### src/rtl/itoa_pkg.sv
// Package for the integer to radix ASCII converter.
// Holds sizes, character constants and the controller/datapath interface types.
// Depends on nothing.
package itoa_pkg;

  localparam int VALUE_WIDTH    = 64;
  localparam int MAX_CHARS      = 64;
  localparam int DIGIT_SLOTS    = 64;
  localparam int BITS_PER_CYCLE = 8;

  localparam int SIGNED_WIDTH = (VALUE_WIDTH < 32) ? VALUE_WIDTH : 32;
  localparam int DIV_CYCLES   = (VALUE_WIDTH + BITS_PER_CYCLE - 1) / BITS_PER_CYCLE;
  localparam int PAD_WIDTH    = DIV_CYCLES * BITS_PER_CYCLE;
  localparam int SLOT_AW      = $clog2(DIGIT_SLOTS);
  localparam int CNT_W        = $clog2(DIGIT_SLOTS + 2);
  localparam int DIVC_W       = (DIV_CYCLES > 1) ? $clog2(DIV_CYCLES) : 1;

  localparam int RADIX_W = 6;
  localparam int ADDR_W  = 3;
  localparam int DATA_W  = 32;

  localparam logic [RADIX_W-1:0] RADIX_RESET = 6'd10;
  localparam logic [RADIX_W-1:0] RADIX_MIN   = 6'd2;
  localparam logic [RADIX_W-1:0] RADIX_MAX   = 6'd36;
  localparam logic [RADIX_W-1:0] DEC_DIGITS  = 6'd10;

  localparam logic [ADDR_W-3:0] REG_RADIX = 1'b0;

  localparam logic [7:0] CHAR_ZERO  = 8'h30;
  localparam logic [7:0] CHAR_A     = 8'h61;
  localparam logic [7:0] CHAR_MINUS = 8'h2d;

  localparam logic [CNT_W-1:0] MAX_CHARS_C  = CNT_W'(MAX_CHARS);
  localparam logic [CNT_W-1:0] SLOT_LAST_C  = CNT_W'(DIGIT_SLOTS - 1);
  localparam logic [DIVC_W-1:0] DIV_LAST_C  = DIVC_W'(DIV_CYCLES - 1);

  typedef struct packed {
    logic load;
    logic div_step;
    logic store;
    logic sign_out;
    logic rd_issue;
    logic char_out;
  } itoa_cmd_t;

  typedef struct packed {
    logic div_last;
    logic quot_zero;
    logic slots_full;
    logic neg;
    logic out_free;
    logic emit_last;
  } itoa_stat_t;

endpackage

### src/rtl/itoa_dp.sv
// Datapath of the integer to radix ASCII converter: magnitude, radix divider,
// digit buffer and output register.
// Depends on itoa_pkg.
module itoa_dp import itoa_pkg::*; (
  input  logic                   clk,
  input  logic                   rst_n,
  input  itoa_cmd_t              cmd,
  output itoa_stat_t             st,
  input  logic [RADIX_W-1:0]     radix,
  input  logic                   in_mode,
  input  logic [63:0]            in_value,
  output logic                   out_valid,
  input  logic                   out_stall,
  output logic [7:0]             out_character,
  output logic                   out_last
);

  logic [RADIX_W-1:0]      base_r;
  logic [PAD_WIDTH-1:0]    mag_r;
  logic [PAD_WIDTH-1:0]    mag_nxt;
  logic [RADIX_W-1:0]      rem_r;
  logic [RADIX_W-1:0]      rem_nxt;
  logic [DIVC_W-1:0]       div_cnt_r;
  logic [CNT_W-1:0]        n_r;
  logic [CNT_W-1:0]        e_r;
  logic [CNT_W-1:0]        rd_ptr_r;
  logic                    neg_r;
  logic [7:0]              rd_data_r;
  logic [7:0]              mem [DIGIT_SLOTS];
  logic                    out_valid_r;
  logic [7:0]              out_char_r;
  logic                    out_last_r;

  logic [RADIX_W-1:0]      base_sel;
  logic [SIGNED_WIDTH-1:0] sv;
  logic [SIGNED_WIDTH-1:0] sv_mag;
  logic                    sv_neg;
  logic [PAD_WIDTH-1:0]    load_mag;
  logic [RADIX_W:0]        trial;
  logic                    qbit;
  logic [7:0]              digit_char;
  logic [CNT_W-1:0]        total;
  logic [CNT_W-1:0]        lim;
  logic [CNT_W-1:0]        rd_idx;

  always_comb begin
    if (radix < RADIX_MIN) begin
      base_sel = RADIX_MIN;
    end else if (radix > RADIX_MAX) begin
      base_sel = RADIX_MAX;
    end else begin
      base_sel = radix;
    end
  end

  assign sv     = in_value[SIGNED_WIDTH-1:0];
  assign sv_neg = sv[SIGNED_WIDTH-1];
  assign sv_mag = sv_neg ? SIGNED_WIDTH'(~sv + 1'b1) : sv;

  always_comb begin
    if (in_mode) begin
      load_mag = PAD_WIDTH'(in_value[VALUE_WIDTH-1:0]);
    end else begin
      load_mag = PAD_WIDTH'(sv_mag);
    end
  end

  // Restoring division, several quotient bits per cycle, most significant first.
  always_comb begin
    rem_nxt = rem_r;
    mag_nxt = mag_r;
    trial   = '0;
    qbit    = 1'b0;
    for (int j = 0; j < BITS_PER_CYCLE; j++) begin
      trial = {rem_nxt, mag_nxt[PAD_WIDTH-1]};
      if (trial >= {1'b0, base_r}) begin
        rem_nxt = RADIX_W'(trial - {1'b0, base_r});
        qbit    = 1'b1;
      end else begin
        rem_nxt = trial[RADIX_W-1:0];
        qbit    = 1'b0;
      end
      mag_nxt = {mag_nxt[PAD_WIDTH-2:0], qbit};
    end
  end

  always_comb begin
    if (rem_r < DEC_DIGITS) begin
      digit_char = CHAR_ZERO + 8'(rem_r);
    end else begin
      digit_char = CHAR_A + 8'(rem_r - DEC_DIGITS);
    end
  end

  assign total  = n_r + CNT_W'(neg_r);
  assign lim    = (total > MAX_CHARS_C) ? MAX_CHARS_C : total;
  assign rd_idx = rd_ptr_r - 1'b1;

  always_ff @(posedge clk) begin
    if (cmd.load) begin
      base_r    <= base_sel;
      mag_r     <= load_mag;
      rem_r     <= '0;
      div_cnt_r <= '0;
      n_r       <= '0;
      e_r       <= '0;
      neg_r     <= !in_mode && sv_neg;
    end else if (cmd.div_step) begin
      mag_r     <= mag_nxt;
      rem_r     <= rem_nxt;
      div_cnt_r <= div_cnt_r + 1'b1;
    end else if (cmd.store) begin
      rem_r     <= '0;
      div_cnt_r <= '0;
      n_r       <= n_r + 1'b1;
      rd_ptr_r  <= n_r + 1'b1;
    end else if (cmd.rd_issue) begin
      rd_ptr_r  <= rd_idx;
    end
    if (cmd.sign_out || cmd.char_out) begin
      e_r <= e_r + 1'b1;
    end
  end

  always_ff @(posedge clk) begin
    if (cmd.store) begin
      mem[n_r[SLOT_AW-1:0]] <= digit_char;
    end
    if (cmd.rd_issue) begin
      rd_data_r <= mem[rd_idx[SLOT_AW-1:0]];
    end
  end

  always_ff @(posedge clk) begin
    if (!rst_n) begin
      out_valid_r <= 1'b0;
    end else if (cmd.sign_out || cmd.char_out) begin
      out_valid_r <= 1'b1;
    end else if (!out_stall) begin
      out_valid_r <= 1'b0;
    end
  end

  always_ff @(posedge clk) begin
    if (cmd.sign_out) begin
      out_char_r <= CHAR_MINUS;
      out_last_r <= st.emit_last;
    end else if (cmd.char_out) begin
      out_char_r <= rd_data_r;
      out_last_r <= st.emit_last;
    end
  end

  assign st.div_last   = (div_cnt_r == DIV_LAST_C);
  assign st.quot_zero  = (mag_r == '0);
  assign st.slots_full = (n_r == SLOT_LAST_C);
  assign st.neg        = neg_r;
  assign st.out_free   = !out_valid_r || !out_stall;
  assign st.emit_last  = (CNT_W'(e_r + 1'b1) == lim);

  assign out_valid     = out_valid_r;
  assign out_character = out_char_r;
  assign out_last      = out_last_r;

endmodule

### src/rtl/itoa_ctrl.sv
// Controller of the integer to radix ASCII converter: sequences division,
// digit storage and character output.
// Depends on itoa_pkg.
module itoa_ctrl import itoa_pkg::*; (
  input  logic       clk,
  input  logic       rst_n,
  input  logic       in_valid,
  output logic       in_stall,
  input  itoa_stat_t st,
  output itoa_cmd_t  cmd
);

  typedef enum logic [5:0] {
    S_IDLE  = 6'b000001,
    S_DIV   = 6'b000010,
    S_STORE = 6'b000100,
    S_SIGN  = 6'b001000,
    S_READ  = 6'b010000,
    S_LOAD  = 6'b100000
  } state_t;

  state_t state_r;
  state_t state_nxt;

  always_comb begin
    state_nxt = state_r;
    cmd       = '0;
    case (state_r)
      S_IDLE: begin
        if (in_valid) begin
          cmd.load  = 1'b1;
          state_nxt = S_DIV;
        end
      end
      S_DIV: begin
        cmd.div_step = 1'b1;
        if (st.div_last) begin
          state_nxt = S_STORE;
        end
      end
      S_STORE: begin
        cmd.store = 1'b1;
        if (!st.quot_zero && !st.slots_full) begin
          state_nxt = S_DIV;
        end else if (st.neg) begin
          state_nxt = S_SIGN;
        end else begin
          state_nxt = S_READ;
        end
      end
      S_SIGN: begin
        if (st.out_free) begin
          cmd.sign_out = 1'b1;
          state_nxt    = st.emit_last ? S_IDLE : S_READ;
        end
      end
      S_READ: begin
        cmd.rd_issue = 1'b1;
        state_nxt    = S_LOAD;
      end
      S_LOAD: begin
        if (st.out_free) begin
          cmd.char_out = 1'b1;
          state_nxt    = st.emit_last ? S_IDLE : S_READ;
        end
      end
      default: begin
        state_nxt = S_IDLE;
      end
    endcase
  end

  always_ff @(posedge clk) begin
    if (!rst_n) begin
      state_r <= S_IDLE;
    end else begin
      state_r <= state_nxt;
    end
  end

  assign in_stall = (state_r != S_IDLE);

endmodule

### src/rtl/integer_to_radix_ascii.sv
// Top level of the integer to radix ASCII converter: radix register, controller
// and datapath.
// Depends on itoa_pkg, itoa_ctrl and itoa_dp.
//
//   channel   ports                                  handshake
//   in        in_mode, in_value                      in_valid / in_stall
//   out       out_character, out_last                out_valid / out_stall
//   cfg       psel, penable, pwrite, paddr, pwdata   APB write, pready high
//
// A request is loaded, then each digit takes radix divider steps at eight bits a cycle
// and a store; then an optional minus sign is output, and each digit a buffer read and
// an output load. Reset is synchronous; it clears the controller, the output valid and
// the radix to ten. A stalled output holds the character and pauses the controller
// before it emits the next character.
module integer_to_radix_ascii import itoa_pkg::*; (
  input  logic                clk,
  input  logic                rst_n,
  input  logic                in_valid,
  output logic                in_stall,
  input  logic                in_mode,
  input  logic [63:0]         in_value,
  output logic                out_valid,
  input  logic                out_stall,
  output logic [7:0]          out_character,
  output logic                out_last,
  input  logic                psel,
  input  logic                penable,
  input  logic                pwrite,
  input  logic [ADDR_W-1:0]   paddr,
  input  logic [DATA_W-1:0]   pwdata,
  output logic [DATA_W-1:0]   prdata,
  output logic                pready
);

  logic [RADIX_W-1:0] radix_r;
  itoa_cmd_t          cmd;
  itoa_stat_t         st;

  assign pready = 1'b1;
  assign prdata = (paddr[ADDR_W-1:2] == REG_RADIX) ? DATA_W'(radix_r) : '0;

  always_ff @(posedge clk) begin
    if (!rst_n) begin
      radix_r <= RADIX_RESET;
    end else if (psel && penable && pwrite && pready &&
                 paddr[ADDR_W-1:2] == REG_RADIX) begin
      radix_r <= pwdata[RADIX_W-1:0];
    end
  end

  itoa_ctrl u_ctrl (
    .clk      (clk),
    .rst_n    (rst_n),
    .in_valid (in_valid),
    .in_stall (in_stall),
    .st       (st),
    .cmd      (cmd)
  );

  itoa_dp u_dp (
    .clk           (clk),
    .rst_n         (rst_n),
    .cmd           (cmd),
    .st            (st),
    .radix         (radix_r),
    .in_mode       (in_mode),
    .in_value      (in_value),
    .out_valid     (out_valid),
    .out_stall     (out_stall),
    .out_character (out_character),
    .out_last      (out_last)
  );

  a_busy_after_accept: assert property (@(posedge clk) disable iff (!rst_n)
    (in_valid && !in_stall) |=> in_stall)
    else $error("controller accepted a request without going busy");

  a_emit_into_free: assert property (@(posedge clk) disable iff (!rst_n)
    (cmd.sign_out || cmd.char_out) |-> st.out_free)
    else $error("character overwrote an untaken output");

  a_one_command: assert property (@(posedge clk) disable iff (!rst_n)
    $onehot0(cmd))
    else $error("more than one datapath command at once");

  a_load_on_request: assert property (@(posedge clk) disable iff (!rst_n)
    cmd.load |-> in_valid && !in_stall)
    else $error("datapath loaded without an accepted request");

endmodule
### config.mk
export PLATFORM = sky130hd
export DESIGN_NAME = integer_to_radix_ascii
export DESIGN_NICKNAME = d
export VERILOG_FILES = /design/src/rtl/itoa_pkg.sv /design/src/rtl/itoa_dp.sv /design/src/rtl/itoa_ctrl.sv /design/src/rtl/integer_to_radix_ascii.sv
export SDC_FILE = /design/constraint.sdc
export NUM_CORES = 1
export LEC_CHECK = 0
export BUFFER_PORTS_ARGS = -buffer_cell sky130_fd_sc_hd__buf_4
export CAP_MARGIN = 20
export CORE_ASPECT_RATIO = 1.1
export CORE_MARGIN = 5
export CORE_UTILIZATION = 62
export DETAILED_ROUTE_END_ITERATION = 16
export GPL_TIMING_DRIVEN = 0
export PLACE_DENSITY = 0.81
export SYNTH_ARGS = -nofsm -noshare
export SYNTH_HDL_FRONTEND = slang
export SYNTH_SLANG_ARGS = --single-unit
### constraint.sdc
create_clock -name clk -period 20.3 [get_ports clk]
set_input_delay 1.015 -clock clk [delete_from_list [all_inputs] [get_ports clk]]
set_output_delay 1.015 -clock clk [all_outputs]
set_load 0.05 [all_outputs]
==> metrics.csv, run 1 <==
stage;metric;value;unit
logic_synthesis;syn_inst;1945;
drt;wl_per_cell;26.9;um
drt;num_vias;18400;
layout;final_common_cell;edfxtp_1;
die;die_x;218;um
global_route;grt_pass1_wl;114;mm
clock_network;cts_root_buffer;clkbuf_16;
drt;vias_per_cell;6.48;
logic_synthesis;syn_area;0.0296;mm^2
layout;fin_nets;2330;
layout;nFillCells;2944;
worst_hold_path;min-delay-start;u_dp.rd_data_r[4];
layout;n_antenna_cell;0;
sta;setup-tns-final;0;ns
sta;fin_hold_ws;0.454;ns
die;start_util;62.3;%
critical_path;timing.critical_path.mode_cell;o21ai_0;
layout;area_growth;13.7;%
logic_synthesis;ys_seq_elements;642;
drt;wl_met1;26.5;mm
critical_path;r2r-start;u_dp.base_r[1];
critical_path;cp.buffers_inverters;9;
drt;ant_nets;0;
logic_synthesis;syn_area_per_cell;15.2;um^2
critical_path;slowest_delay;0.59;ns
layout;drive_above_1_share;20.6;%
sta;period_share;94.5;%
logic_synthesis;yosysUniqueCellTypes;85;
drt;drtPass1Iterations;6;
sta;setup_viol_count_final;0;
critical_path;start_kind;flop;
global_route;grt_max_degree;43;
drt;highest_layer;met4;
global_route;grtUsageTotal;29.3;%
global_route;grt_pass1_vias;18400;
status;status;complete, no violations;
logic_synthesis;ys_warn_count;0;
critical_path;crit_fanout;10;
logic_synthesis;ys_seq_area_share;63.8;%
die;coreArea;0.0476;mm^2
clock_network;cts_hold_buf;0;
global_route;grt.overflow.total;0;
placement;hpwl;52.1;mm
sta;max_freq;52.1;MHz
clock_network;cts_max_level;2;
clock_network;cts_buffers;61;
logic_synthesis;synth-edff-count;605;
critical_path;cp-end-kind;flop;
drt;totalWireLength;76.6;mm
layout;final_cell_mix;edfxtp_1, mux4_2, nand2_1;
clock_network;clk_path_buf_depth;3;
worst_hold_path;hold_class;flop to flop;
critical_path;startpoint;u_dp.base_r[1];
job;drv_cap;0;
sta;skew;0.0338;ns
sta;rsz0062_at_grt;no;
sta;max-slew-margin-rel;27.8;%
drt;wl_met3;7.21;mm
critical_path;critical_path_arrival;19.68;ns
sta;slew_violations;0;
critical_path;path_delay_family;compound AO/OA/AOI/OAI gates;
drt;wl_met2;38.9;mm
critical_path;cpMaxStageDelayCell;a211oi_1;
die;ios;151;
clock_network;clk_pin_slew;0.07;ns
drt;drt_iter0_drc;2382;
clock_network;clock_sinks;642;
die;die_h;239;um
drt;drc;0;
sta;fin_crit;19.18;ns
clock_network;clock_latency;0.63;ns
placement;port-buffer-count;94;
logic_synthesis;postSynth.asyncResetShare;0;%
die;die_area;0.0523;mm^2
logic_synthesis;ys.flop_type;edfxtp_1;
global_route;grt_antenna_before_repair;1;
critical_path;crit_required;20.80;ns
critical_path;crit_type;flop to flop;
die;core.rowCount;84;
clock_network;cts_tree;built;
placement;gp_congestion;0.947;
sta;worst_slew_pin_slew;1.08;ns
sta;finalHoldViolations;0;
[logic make-up after synthesis]
family | after synthesis | synth area share (%)
flip-flops | 642 | 63.8
AND/OR/NAND/NOR | 523 | 8.41
AO/OA/AOI/OAI | 238 | 5.37
multiplexers | 202 | 14.0
buffers and inverters | 178 | 2.63
XOR/XNOR | 90 | 2.66
adder cells (fa/ha/maj) | 70 | 3.15
other | 2 | 0.0253
[registers in the layout, indices dropped and copies added, names as in the netlist]
register and flops:
u_dp.rem_r 6, u_dp.e_r 7, u_dp.rd_data_r 8, u_dp.out_character 8, u_dp.div_cnt_r 3, u_dp.base_r 6, u_ctrl.state_r 6, radix_r 6
u_dp.rd_ptr_r 6, u_dp.out_valid 1, u_dp.mem 512, u_dp.out_last 1, u_dp.neg_r 1, u_dp.n_r 7, u_dp.mag_r 64
[final cells by class]
type	instances	area [um^2]	area share [%]
flip-flops and latches	642	18900	56.1
multi-input cells	1150	10200	30.2
clock buffers	75	1600	4.75
repair buffers	121	1060	3.14
well taps	645	807	2.40
plain buffers	114	539	1.60
clock inverters	37	380	1.13
inverters	64	240	0.713
[synth_stat cells (7+ instances only)]
cell type / count / share of area, %
inv_1: 64 / 0.81
nand3_1: 51 / 0.86
and3_1: 7 / 0.15
buf_4: 27 / 0.68
nand4_1: 10 / 0.21
nor3_1: 19 / 0.32
nand2b_1: 12 / 0.25
xor2_1: 39 / 1.2
fa_1: 8 / 0.54
o21a_1: 10 / 0.25
nor4_1: 26 / 0.55
nor2b_1: 25 / 0.53
nand2_1: 165 / 2.1
a21oi_1: 43 / 0.73
clkbuf_1: 69 / 0.87
or3_1: 11 / 0.23
a21o_1: 12 / 0.30
dfxtp_1: 37 / 2.5
mux2i_1: 25 / 0.84
o21ai_0: 73 / 1.2
and2_1: 7 / 0.15
buf_1: 15 / 0.19
a211oi_1: 7 / 0.18
mux2_2: 9 / 0.34
xnor2_1: 51 / 1.5
mux4_2: 168 / 13
ha_1: 61 / 2.6
or2_2: 9 / 0.19
nor2_1: 145 / 1.8
o31ai_1: 14 / 0.35
a31oi_1: 9 / 0.19
edfxtp_1: 605 / 61
[what timing repair did]
| item | 4_1_cts | 5_1_grt |
|---|---|---|
| setup buffers | 0 | 7 |
| endpoints found under the setup margin | 0 | 7 |
| gates resized for setup | 0 | 2 |
[metrics by stage]
stage / util (%) / cells / cell area [um^2] / setup slack (ns)
floorplan: - / 1970 / 29700 / 3.89
global placement: 65.6 / 2709 / 31200 / 1.13
detailed placement: 66.4 / 2726 / 31600 / 0.692
CTS: 70.6 / 2838 / 33600 / 0.544
global route: 70.8 / 2848 / 33700 / 0.0861
finish: 70.8 / 2848 / 33700 / 1.12
[path summary, 6_finish.rpt]
path / cells after the start / end / slack (ns)
setup / recovery: 77 / u_dp.rem_r[0] / 1.12
hold / removal: 2 / u_dp.out_character[4] / 0.45
setup reg to reg: 77 / u_dp.rem_r[0] / 1.12
hold reg to reg: 2 / u_dp.out_character[4] / 0.45
[layer usage]
layer  track usage (%)  vias up
li1                  -     7916
met1              37.1     9093
met2              50.6     1200
met3              4.93      236
met4              12.9        0
met5                 0        -
[worst reg2reg max path, delay by kind of cell (launching register included)]
kind	cells	cell delay, ns
flops	1	0.53
fa+ha+maj	8	2.27
compound gates	36	9.25
mux	3	1.23
buf+inv	9	1.38
simple gates	21	4.50
Power of run 1 is not shown: default switching activity piles up to over one toggle a cycle in this logic, so the estimate is an artifact.
==> run 2: changes to the inputs <==
--- a/config.mk
+++ b/config.mk
@@ -9,10 +9,10 @@
 export CAP_MARGIN = 20
 export CORE_ASPECT_RATIO = 1.1
 export CORE_MARGIN = 5
-export CORE_UTILIZATION = 62
+export CORE_UTILIZATION = 30
 export DETAILED_ROUTE_END_ITERATION = 16
 export GPL_TIMING_DRIVEN = 0
-export PLACE_DENSITY = 0.81
+export REMOVE_ABC_BUFFERS = 1
 export SYNTH_ARGS = -nofsm -noshare
 export SYNTH_HDL_FRONTEND = slang
 export SYNTH_SLANG_ARGS = --single-unit
==> metrics.csv, run 2 (synthesis gave the netlist of run 1 again) <==
stage;metric;value;unit;change
die;die_area;0.105;mm^2;was 0.0523 mm^2
drt;wl_per_cell;21.4;um;was 26.9 um
drt;drc;0;;unchanged
job;drv_cap;0;;unchanged
clock_network;clk_pin_slew;0.06;ns;was 0.07 ns
sta;skew;0.0371;ns;was 0.0338 ns
sta;fin_crit;18.93;ns;was 19.18 ns
placement;preCtsSetupSlack;0.634;ns;was 0.692 ns
sta;max-slew-margin-rel;27.4;%;was 27.8%
clock_network;cts_tree;built;;unchanged
global_route;grt.overflow.total;0;;unchanged
placement;place_inst;3281;;was 2726
layout;drive_above_1_share;21.8;%;was 20.6%
critical_path;start_kind;flop;;unchanged
global_route;grt_pass1_vias;18000;;was 18400
layout;final_area;0.0347;mm^2;was 0.0337 mm^2
clock_network;cts_buffers;68;;was 61
layout;nFillCells;9234;;was 2944
drt;drtPass1Iterations;5;;was 6
die;core.rowCount;121;;was 84
die;die_h;340;um;was 239 um
die;ios;151;;unchanged
global_route;grtUsageTotal;13.6;%;was 29.3%
layout;fin_cells;3411;;was 2848
clock_network;clk_path_buf_depth;3;;unchanged
die;coreArea;0.0986;mm^2;was 0.0476 mm^2
status;status;complete, no violations;;unchanged
placement;port-buffer-count;95;;was 94
critical_path;cpMaxStageDelayCell;or4_4;;was a211oi_1
drt;drt_iter0_drc;1463;;was 2382
critical_path;crit_type;flop to flop;;unchanged
critical_path;critical_path_arrival;19.49;ns;was 19.68 ns
layout;final_cell_mix;edfxtp_1, mux4_2, nand2_1;;unchanged
critical_path;crit_required;20.86;ns;was 20.80 ns
sta;period_share;93.3;%;was 94.5%
layout;multi_input_area;0.0102;mm^2;about the same
sta;slew_violations;0;;unchanged
critical_path;crit_fanout;11;;was 10
layout;final_common_cell;edfxtp_1;;unchanged
global_route;grt_max_degree;95;;was 43
global_route;grt_pass1_wl;110;mm;was 114 mm
clock_network;clock_latency;0.62;ns;was 0.63 ns
drt;totalWireLength;72.9;mm;was 76.6 mm
critical_path;slowest_delay;0.57;ns;was 0.59 ns
die;die_x;310;um;was 218 um
placement;hpwl;51.4;mm;was 52.1 mm
sta;finalHoldViolations;0;;unchanged
clock_network;clock_sinks;642;;unchanged
global_route;grt_antenna_before_repair;4;;was 1
worst_hold_path;hold_class;flop to flop;;unchanged
layout;final_util;35.2;%;was 70.8%
sta;max_freq;52.8;MHz;was 52.1 MHz
clock_network;cts_max_level;3;;was 2
layout;register_area;0.0189;mm^2;unchanged
clock_network;cts_root_buffer;clkbuf_16;;unchanged
drt;num_vias;17300;;was 18400
layout;area_growth;17.0;%;was 13.7%
sta;worst_slew_pin_slew;1.08;ns;about the same
sta;layout_setup_ws;1.37;ns;was 1.12 ns
layout;fin_nets;2241;;was 2330
placement;post_dp_cell_area;0.0325;mm^2;was 0.0316 mm^2
critical_path;cp-end-kind;flop;;unchanged
drt;ant_nets;0;;unchanged
placement;gp_congestion;0.890;;was 0.947
drt;vias_per_cell;5.07;;was 6.48
clock_network;cts_hold_buf;0;;unchanged
layout;largest_reg_flops;512;;unchanged
die;start_util;30.1;%;was 62.3%
sta;setup_viol_count_final;0;;unchanged
[run 2: timing repair]
| action | 4_1_cts | 5_1_grt |
|---|---|---|
| buffers inserted | 0 | 5 |
| gates resized for setup | 0 | 4 |
| endpoints found under the setup margin | 0 | 7 |
[run 2: final timing paths]
| check | startpoint | endpoint | slack [ns] | cells after the start |
|---|---|---|---|---|
| setup reg to reg | u_dp.base_r[2] | u_dp.rem_r[2] | 1.37 | 76 |
| hold reg to reg | u_dp.rd_data_r[5] | u_dp.out_character[5] | 0.48 | 2 |
| hold / removal | u_dp.rd_data_r[5] | u_dp.out_character[5] | 0.48 | 2 |
| setup / recovery | u_dp.base_r[2] | u_dp.rem_r[2] | 1.37 | 76 |
[run 2: worst max-delay path, delay by kind of cell, from the launching register on]
kind                       cells  cell delay (ns)
AOI/OAI and AO/OA             35             8.60
and+or+nand+nor               22             4.88
adders and majority gates      8             2.33
muxes                          4             1.62
buffers and inverters          7             0.90
DFF                            1             0.47
[run 2: area by class of cell]
type                            count  share of cell area, %
Tap cell                         1291                   4.66
Multi-Input combinational cell   1150                   29.5
Timing Repair Buffer              139                   4.44
Inverter                           64                  0.693
Sequential cell                   642                   54.5
Clock buffer                       87                   5.23
Clock inverter                     37                  0.942
Antenna cell                        1                0.00722
[run 2: metrics by stage]
stage / hold slack [ns] / TNS, ns
2_1_floorplan: 0.434 / 0
3_3_place_gp: 0.447 / 0
3_5_place_dp: 0.471 / 0
4_1_cts: 0.485 / 0
5_1_grt: 0.513 / -0.00218
6_report: 0.480 / 0
[run 2: per-layer routing]
layer | global-route usage, % | wire length [um] | vias to the layer above
met5 | 0 | 0 | -
met4 | 4.40 | 2100 | 0
met3 | 2.71 | 4730 | 122
met2 | 23.3 | 36500 | 591
met1 | 17.3 | 29500 | 8828
li1 | - | - | 7747
Power of run 2 is left out for the same reason.
==> run 3: changes to the inputs <==
--- a/config.mk
+++ b/config.mk
@@ -7,7 +7,7 @@
 export LEC_CHECK = 0
 export BUFFER_PORTS_ARGS = -buffer_cell sky130_fd_sc_hd__buf_4
 export CAP_MARGIN = 20
-export CORE_ASPECT_RATIO = 1.1
+export CORE_ASPECT_RATIO = 1.2
 export CORE_MARGIN = 5
 export CORE_UTILIZATION = 30
 export DETAILED_ROUTE_END_ITERATION = 16
==> metrics.csv, run 3 (synthesis gave the netlist of run 1 again) <==
stage;metric;value;unit;change
layout;final_area;0.0346;mm^2;was 0.0347 mm^2
clock_network;cts_max_level;2;;was 3
layout;multi_input_area;0.0102;mm^2;about the same
critical_path;crit_type;flop to flop;;unchanged
drt;wl_per_cell;21.3;um;was 21.4 um
critical_path;r2r-start;u_dp.base_r[2];;unchanged
die;core.rowCount;126;;was 121
global_route;grtUsageTotal;13.3;%;was 13.6%
placement;gp_congestion;0.867;;was 0.890
critical_path;slowest_delay;0.59;ns;was 0.57 ns
critical_path;cp-end-kind;flop;;unchanged
sta;setup-tns-final;0;ns;unchanged
clock_network;clock_latency;0.66;ns;was 0.62 ns
drt;vias_per_cell;5.07;;about the same
global_route;grt_pass1_wl;110;mm;about the same
critical_path;crit_required;20.84;ns;was 20.86 ns
layout;register_area;0.0189;mm^2;unchanged
die;start_util;30.2;%;was 30.1%
sta;skew;0.0388;ns;was 0.0371 ns
worst_hold_path;min-delay-start;u_dp.rd_data_r[2];;was u_dp.rd_data_r[5]
critical_path;startpoint;u_dp.base_r[2];;unchanged
sta;slew_violations;0;;unchanged
critical_path;critical_path_arrival;19.43;ns;was 19.49 ns
sta;fin_crit;18.89;ns;was 18.93 ns
drt;drt_iter0_drc;1240;;was 1463
critical_path;cp-endpoint;u_dp.rem_r[0];;was u_dp.rem_r[2]
critical_path;cpMaxStageDelayCell;or4_4;;unchanged
critical_path;timing.critical_path.mode_cell;ha_1;;
global_route;grt_pass1_vias;17500;;was 18000
sta;max-slew-margin-rel;34.1;%;was 27.4%
sta;period_share;93.0;%;was 93.3%
drt;num_vias;17200;;was 17300
layout;nFillCells;9206;;was 9234
die;die_h;354;um;was 340 um
die;coreArea;0.0982;mm^2;was 0.0986 mm^2
layout;fin_nets;2231;;was 2241
critical_path;start_kind;flop;;unchanged
sta;max_freq;52.9;MHz;was 52.8 MHz
clock_network;clk_path_buf_depth;3;;unchanged
critical_path;crit_fanout;11;;unchanged
die;ios;151;;unchanged
placement;hpwl;50.5;mm;was 51.4 mm
clock_network;clock_sinks;642;;unchanged
sta;rsz0062_at_grt;no;;
global_route;grt.overflow.total;0;;unchanged
clock_network;cts_root_buffer;clkbuf_16;;unchanged
layout;final_cell_mix;edfxtp_1, mux4_2, nand2_1;;unchanged
job;drv_cap;0;;unchanged
layout;largest_reg_flops;512;;unchanged
clock_network;cts_tree;built;;unchanged
status;status;complete, no violations;;unchanged
sta;finalHoldViolations;0;;unchanged
sta;setup_viol_count_final;0;;unchanged
placement;port-buffer-count;95;;unchanged
layout;final_common_cell;edfxtp_1;;unchanged
sta;worst_slew_pin_slew;0.985;ns;was 1.08 ns
layout;area_growth;16.6;%;was 17.0%
drt;ant_nets;0;;unchanged
placement;post_dp_cell_area;0.0324;mm^2;was 0.0325 mm^2
critical_path;ff2ff_path_depth;76;;unchanged
layout;n_antenna_cell;0;;was 1
clock_network;cts_buffers;61;;was 68
drt;drtPass1Iterations;5;;unchanged
die;die_x;297;um;was 310 um
global_route;grt_antenna_before_repair;0;;was 4
worst_hold_path;hold_class;flop to flop;;unchanged
die;die_area;0.105;mm^2;about the same
critical_path;reg2reg_slack;1.41;ns;was 1.37 ns
drt;totalWireLength;72.1;mm;was 72.9 mm
drt;drc;0;;unchanged
layout;drive_above_1_share;21.7;%;was 21.8%
global_route;grt_max_degree;95;;unchanged
clock_network;clk_pin_slew;0.07;ns;was 0.06 ns
clock_network;cts_hold_buf;0;;unchanged
critical_path;r2r-end;u_dp.rem_r[0];;was u_dp.rem_r[2]
run 3: metal layers:
layer  wire length [um]  track usage [%]  vias to the layer above
li1                   -                -                     7735
met1              28900             16.6                     8800
met2              37800             24.3                      540
met3               3500             1.72                      115
met4               1820             3.70                        0
met5                  0                0                        -
run 3: area by class of cell:
type	count	share of cell area (%)
Sequential cell	642	54.7
Multi-Input combinational cell	1150	29.6
Clock buffer	81	4.69
Tap cell	1280	4.63
Timing Repair Buffer	136	4.38
Clock inverter	35	1.32
Inverter	64	0.695
run 3: per-stage QoR:
step	setup WS, ns	hold WS, ns	utilization, %	instances
finish	1.41	0.483	35.2	3388
global route	0.0146	0.528	35.2	3388
CTS	0.402	0.491	35.1	3384
detailed placement	0.455	0.448	33.0	3268
global placement	0.738	0.448	32.1	3231
floorplan	3.86	0.434	-	1856
run 3: critical path: cells and delay by family (launching register included):
kind | cells | cell delay [ns]
AO/OA/AOI/OAI | 36 | 8.86
adder cells (fa/ha/maj) | 8 | 2.34
buffers and inverters | 7 | 0.93
flip-flops | 1 | 0.35
multiplexers | 4 | 1.62
AND/OR/NAND/NOR | 21 | 4.68
run 3: worst min-delay path by stage:
stage / end / slack, ns / depth (start not counted)
floorplan: u_dp.out_character[0] / 0.43 / 2
global placement: u_dp.out_character[3] / 0.45 / 2
detailed placement: u_dp.out_character[0] / 0.45 / 2
CTS: u_dp.out_character[2] / 0.49 / 2
global route: u_dp.out_character[3] / 0.53 / 2
finish: u_dp.out_character[2] / 0.48 / 2
run 3: timing repair:
| item | CTS | global route |
|---|---|---|
| hold endpoints to repair | 0 | 0 |
| endpoints found under the setup margin | 0 | 7 |
| resized for setup | 0 | 5 |
| buffers inserted | 0 | 3 |
Power of run 3 is left out for the same reason.
